## src/hdl/ffba_pkg.sv

```systemverilog
// Package for the first-fit block allocator: codes, defaults and table entry type.
// No dependencies; the table, the allocator, the checker and the testbench import it.
package ffba_pkg;

	// defaults for the top-level parameters
	localparam int MAX_BLOCKS_DEF   = 64;
	localparam int HEADER_BYTES_DEF = 32;
	localparam int ADDRESS_BITS_DEF = 32;

	// register reset values
	localparam logic [31:0] RESET_MAX_REQUEST = 32'd100000000;
	localparam logic [31:0] RESET_HEAP_LIMIT  = 32'hFFFF_FFFF;

	// register indexes on the APB port
	localparam logic REG_MAX_REQUEST = 1'b0;
	localparam logic REG_HEAP_LIMIT  = 1'b1;

	// command codes
	localparam logic [1:0] CMD_ALLOC   = 2'd0;
	localparam logic [1:0] CMD_CALLOC  = 2'd1;
	localparam logic [1:0] CMD_REALLOC = 2'd2;
	localparam logic [1:0] CMD_FREE    = 2'd3;

	typedef enum logic [1:0] {
		STAT_OK   = 2'd0,
		STAT_SIZE = 2'd1,
		STAT_ROOM = 2'd2,
		STAT_BAD  = 2'd3
	} stat_t;

	typedef enum logic [3:0] {
		FSM_IDLE,
		FSM_MUL,
		FSM_PCHK,
		FSM_ACHK,
		FSM_ASCAN,
		FSM_APPEND,
		FSM_REL,
		FSM_FSCAN,
		FSM_DONE
	} fsm_t;

	// one row of the block table
	typedef struct packed {
		logic [31:0] start;
		logic [31:0] size;
		logic        is_free;
	} entry_t;

	// request from the sequencer to the table memory
	typedef struct packed {
		logic   rd_en;
		logic   wr_en;
		entry_t wdata;
	} tbl_req_t;

endpackage

```

## src/hdl/ffba_table.sv

```systemverilog
// Block table memory: one write port, one read port, registered read data.
// Depends on ffba_pkg.
module ffba_table
	import ffba_pkg::*;
#(
	parameter int DEPTH = MAX_BLOCKS_DEF,
	parameter int IW    = (DEPTH > 1) ? $clog2(DEPTH) : 1
) (
	input  logic          clk,
	input  tbl_req_t      req,
	input  logic [IW-1:0] rd_idx,
	input  logic [IW-1:0] wr_idx,
	output entry_t        rdata
);

	entry_t mem [DEPTH];

	// write port
	always_ff @(posedge clk) begin
		if (req.wr_en) begin
			mem[wr_idx] <= req.wdata;
		end
	end

	// read port, registered read data
	always_ff @(posedge clk) begin
		if (req.rd_en) begin
			rdata <= mem[rd_idx];
		end
	end

endmodule

```

## config.mk

```make
export PLATFORM = sky130hd
export DESIGN_NAME = ffba_table
export DESIGN_NICKNAME = d
export VERILOG_FILES = /design/src/hdl/ffba_pkg.sv /design/src/hdl/ffba_table.sv
export SDC_FILE = /design/constraint.sdc
export NUM_CORES = 2
export LEC_CHECK = 0
export BUFFER_PORTS_ARGS = -buffer_cell sky130_fd_sc_hd__clkbuf_2
export CORE_MARGIN = 2
export CORE_UTILIZATION = 30
export DETAILED_ROUTE_END_ITERATION = 12
export GPL_TIMING_DRIVEN = 1
export PLACE_DENSITY_LB_ADDON = 0.3
export SYNTH_ARGS = -nofsm -noshare
export SYNTH_HDL_FRONTEND = slang
export SYNTH_MEMORY_MAX_BITS = 65536
export SYNTH_SLANG_ARGS = --single-unit
```

## constraint.sdc

```tcl
create_clock -name clk -period 10.19 [get_ports clk]
set_input_delay 0 -clock clk [delete_from_list [all_inputs] [get_ports clk]]
set_output_delay 0 -clock clk [all_outputs]
set_load 0.01 [all_outputs]
```

## After elaboration in Yosys (flattened, before gate mapping)

Memories as Yosys holds them, arrays and structs flattened. A register that Yosys moved wholly into a read port is not among the register bits.
Index checks and enable logic that the tools add are counted.

| storage, ports and cells | value |
|---|---|
| flip-flop bits (word level) | 0 |
| memory bits (writable) | 4160 |
| input port bits | 80 |
| output and inout port bits | 65 |
| memories | 1 |

Memories:

| name | words | width | read ports | clocked after memory_dff | wr ports | RTL line | RTL |
|---|---|---|---|---|---|---|---|
| mem | 64 | 65 | 1 | 1 | 1 | ffba_table.sv:16 | `entry_t mem [DEPTH];` |

| cells by class | value |
|---|---|
| multiplexer cells | 2 |

Operator list:

| kind | number |
|---|---|
| $mux 1 | 2 |

## Logic depth before layout (Yosys ltp)

| logic depth | value |
|---|---|
| word-level depth | 2 |
| gate-level depth with buffers | 9 |

## Worst setup path after synthesis

Ideal clock, no wire load.

| timing path | value |
|---|---|
| path type | input port to flip-flop |
| start point | input port wr_idx[3] |
| end point | memory mem[48][0] in the netlist's numbering, enable pin |
| setup time | 0.568 ns |
| arrival | 4.939 ns |
| required time | 9.622 ns |
| setup slack | 4.684 ns |
| cell stages on the path | 4 |
| buffers on the path | 1 |
| path through | clkbuf_1 > nor2b_1 > nand4b_1 > nor3_1 |

RTL lines:

| element | RTL line | RTL |
|---|---|---|
| start, declared | ffba_table.sv:12 | `input logic [IW-1:0] wr_idx,` |
| end, declared | ffba_table.sv:16 |  |

Straight into the memory's write port.

==> load_flow_metrics.sql <==
INSERT INTO impl_metrics (metric_group, metric, value, unit) VALUES
('pwr', 'ir_drop', '0.0001501', 'V'),
('placement', 'final_replace_weighted_congestion', '0.7626', ''),
('route', 'vias_per_cell', '5.427', ''),
('timing', 'fin_worst_skew', '36.32', 'ps'),
('pwr', 'power.leakage', '55.59', 'nW'),
('outcome', 'run_status', 'finished clean', ''),
('timing', 'final-setup-viol-count', '0', ''),
('cts', 'numCtsBuffers', '431', ''),
('logic_synthesis', 'synth_edf_count', '4225', ''),
('die', 'dieWidth', '732.0', 'µm'),
('logic_synthesis', 'yosys.area.top_type', 'sky130_fd_sc_hd__edfxtp_1', ''),
('cts', 'cts_tree', 'built', ''),
('flow_run', 'maxCapViolations', '0', ''),
('global_route', 'grt_pass1_wl', '684.2', 'mm'),
('layout', 'layoutNonFillerInstCount', '14446', ''),
('critical_path', 'crit_buf_inv', '5', ''),
('logic_synthesis', 'postSynth.topFlopCell', 'sky130_fd_sc_hd__edfxtp_1', ''),
('placement', 'place_area', '0.1691', 'mm²'),
('critical_path', 'arrival', '4590', 'ps'),
('placement', 'post-dp-hpwl', '270.6', 'mm'),
('timing', 'unrepaired_setup_endpoints_after_global_routing', 'no', ''),
('global_route', 'grt_antenna_before_repair', '56', ''),
('cts', 'ctsHtreeMaxLevel', '5', ''),
('critical_path', 'critPathRequiredTime', '11020', 'ps'),
('die', 'floorplan.die.height', '732.0', 'µm'),
('placement', 'dp.cells', '13599', ''),
('worst_hold_path', 'hold_path_class', 'input port to flip-flop', ''),
('layout', 'layout-area-overhead-vs-synth', '15.03', '%'),
('logic_synthesis', 'synthesis.area_per_instance', '24.07', 'µm²'),
('route', 'postRouteAntennaNets', '0', ''),
('cts', 'cts_buffer_depth', '4', ''),
('die', 'std_cell_rows', '267', ''),
('critical_path', 'path_cells', 'dlygate4sd3_1 -> buf_8 -> buf_12 -> nor2b_4 -> buf_4 -> buf_4 -> a22oi_1 -> nand3_1 -> o211a_1', ''),
('critical_path', 'setup.worst_path.class', 'input port to flip-flop', ''),
('critical_path', 'crit_path_max_fanout', '96', ''),
('logic_synthesis', 'synth-seq-area-share', '79.80', '%'),
('global_route', 'via_count_of_the_first_global_routing_pass', '77865', ''),
('route', 'detailed_route_wire_length_per_cell', '35.10', 'µm'),
('logic_synthesis', 'synthesis.instances', '6606', ''),
('timing', 'achievable-frequency', '266.0', 'MHz'),
('die', 'core_area', '0.5282', 'mm²'),
('cts', 'clk_pin_slew_worst_paths', '60', 'ps'),
('critical_path', 'critPathTopFamily', 'buffers and inverters', ''),
('critical_path', 'critical_path.slowest_cell', 'sky130_fd_sc_hd__buf_4', ''),
('cts', 'clock-sinks', '4225', ''),
('cts', 'insertion_delay', '970', 'ps'),
('die', 'floorplan.io_pins', '145', ''),
('layout', 'fillCellCount', '48521', ''),
('timing', 'tightestPinTransition', '1369', 'ps'),
('layout', 'post_route_cells_drive_above_1_share', '27.70', '%'),
('critical_path', 'startpoint_type_of_the_worst_setup_path', 'input port', ''),
('route', 'drt_iter0_drc', '11308', ''),
('logic_synthesis', 'synth_cell_types', '26', ''),
('logic_synthesis', 'post_synth_main_area_contributors', 'sky130_fd_sc_hd__edfxtp_1 80%, sky130_fd_sc_hd__mux4_2 15%, sky130_fd_sc_hd__a22oi_1 1.2%, sky130_fd_sc_hd__mux2i_1 0.65%, sky130_fd_sc_hd__buf_2 0.59%', ''),
('pwr', 'power.density_cell_area', '198.2', 'mW/mm²'),
('die', 'die-area', '0.5358', 'mm²'),
('logic_synthesis', 'synth_top_cell_area_share', '79.80', '%'),
('layout', 'multi_input_comb_area', '0.03076', 'mm²'),
('global_route', 'overflow', '0', ''),
('timing', 'fin_hold_ws', '32.70', 'ps'),
('timing', 'max_slew_margin', '8.731', '%'),
('critical_path', 'timing.critical_path.to_type', 'flip-flop', ''),
('logic_synthesis', 'yosys_warnings', '0', ''),
('timing', 'fin_hold_viols', '0', ''),
('layout', 'finish.instance_area', '0.1829', 'mm²'),
('placement', 'pre_cts_slack', '5839', 'ps'),
('critical_path', 'critical-path-top-cell-by-count', 'sky130_fd_sc_hd__buf_4', ''),
('route', 'detailed_router_iteration_count_before_antenna_repair', '6', ''),
('timing', 'report.final.slew_viol_count', '0', ''),
('route', 'post_detailed_route_drc_marker_count', '0', ''),
('placement', 'port_buffers', '144', '');
==> area by class of cell <==
class,instances,area share (%)
diodes,29,0.03968
clock buffers,546,6.192
clock inverters,232,1.085
multi-input cells,2004,16.82
flip-flops and latches,4225,69.37
well taps,6994,4.785
repair buffers,416,1.704
==> metal layers <==
metal / GRT usage, % / routed length [µm]
met3: 2.615 / 39470
met4: 5.081 / 14470
met1: 25.42 / 205800
met5: 0 / 54
met2: 30.59 / 247200
==> metrics by stage <==
step / util [%] / power (W)
3_5_place_dp: 32.01 / 0.02144
4_1_cts: 34.61 / 0.03650
5_1_grt: 34.62 / 0.03724
2_1_floorplan: - / 0.02058
3_3_place_gp: 32.01 / 0.02140
6_report: 34.63 / 0.03625
==> what timing repair did <==
item	CTS	global route
setup buffers	0	0
endpoints found under the hold margin	1371	64
hold buffers	38	1
endpoints found under the setup margin	0	0
gates resized for setup	0	0
==> flip-flops by register name (all words and copies together), names as in the netlist <==
signal / count
mem: 4160
rdata: 65
==> path summary, 6_finish.rpt <==
path                    start          end  slack [ps]  cells after the start
setup / recovery    rd_idx[2]    rdata[43]        6430                      9
hold reg to reg   mem[54][11]    rdata[11]         920                      4
hold / removal        req[42]  mem[29][42]          30                      1
setup reg to reg  mem[39][27]    rdata[27]        8070                      4
==> cell usage after synthesis, types with 37 or more instances <==
| cell type | number |
|---|---|
| sky130_fd_sc_hd__o221ai_1 | 46 |
| sky130_fd_sc_hd__buf_2 | 186 |
| sky130_fd_sc_hd__o211a_1 | 65 |
| sky130_fd_sc_hd__nor2_1 | 112 |
| sky130_fd_sc_hd__o22ai_1 | 130 |
| sky130_fd_sc_hd__buf_4 | 37 |
| sky130_fd_sc_hd__mux2i_1 | 103 |
| sky130_fd_sc_hd__clkbuf_1 | 120 |
| sky130_fd_sc_hd__nand3_1 | 115 |
| sky130_fd_sc_hd__edfxtp_1 | 4225 |
| sky130_fd_sc_hd__mux4_2 | 1040 |
| sky130_fd_sc_hd__a211oi_1 | 65 |
| sky130_fd_sc_hd__a22oi_1 | 260 |
==> cells by family after synthesis <==
group                  synth area share (%)
AO/OA/AOI/OAI                         2.709
buffers and inverters                 1.199
flip-flops                            79.80
multiplexers                          15.38
AND/OR/NAND/NOR                      0.9074
==> where the power goes <==
part / total (W) / switching, W / internal, W
Combinational: 0.00169 / 0.00110 / 0.000582
Sequential: 0.0194 / 0.0000744 / 0.0193
Clock: 0.0152 / 0.00661 / 0.00858
==> worst register-to-register path: stages, from the launching register on <==
cell	delay [ps]
sky130_fd_sc_hd__edfxtp_1	370
sky130_fd_sc_hd__mux4_2	510
sky130_fd_sc_hd__mux2i_1	460
sky130_fd_sc_hd__a211oi_1	150
sky130_fd_sc_hd__o211a_1	340
==> cell usage in the layout (no fill, tap or decap), drive strengths merged, types with 14 or more instances in the layout <==
cell type	count
a211oi	65
a22oi	260
buf	238
bufinv	30
clkbuf	685
clkinv	186
diode	29
dlygate4sd3	39
edfxtp	4225
inv	14
mux2i	103
mux4	1040
nand3	115
nand3b	25
nor2	112
o211a	65
o221ai	46
o22ai	130
Power figures use the tool's default switching activity.
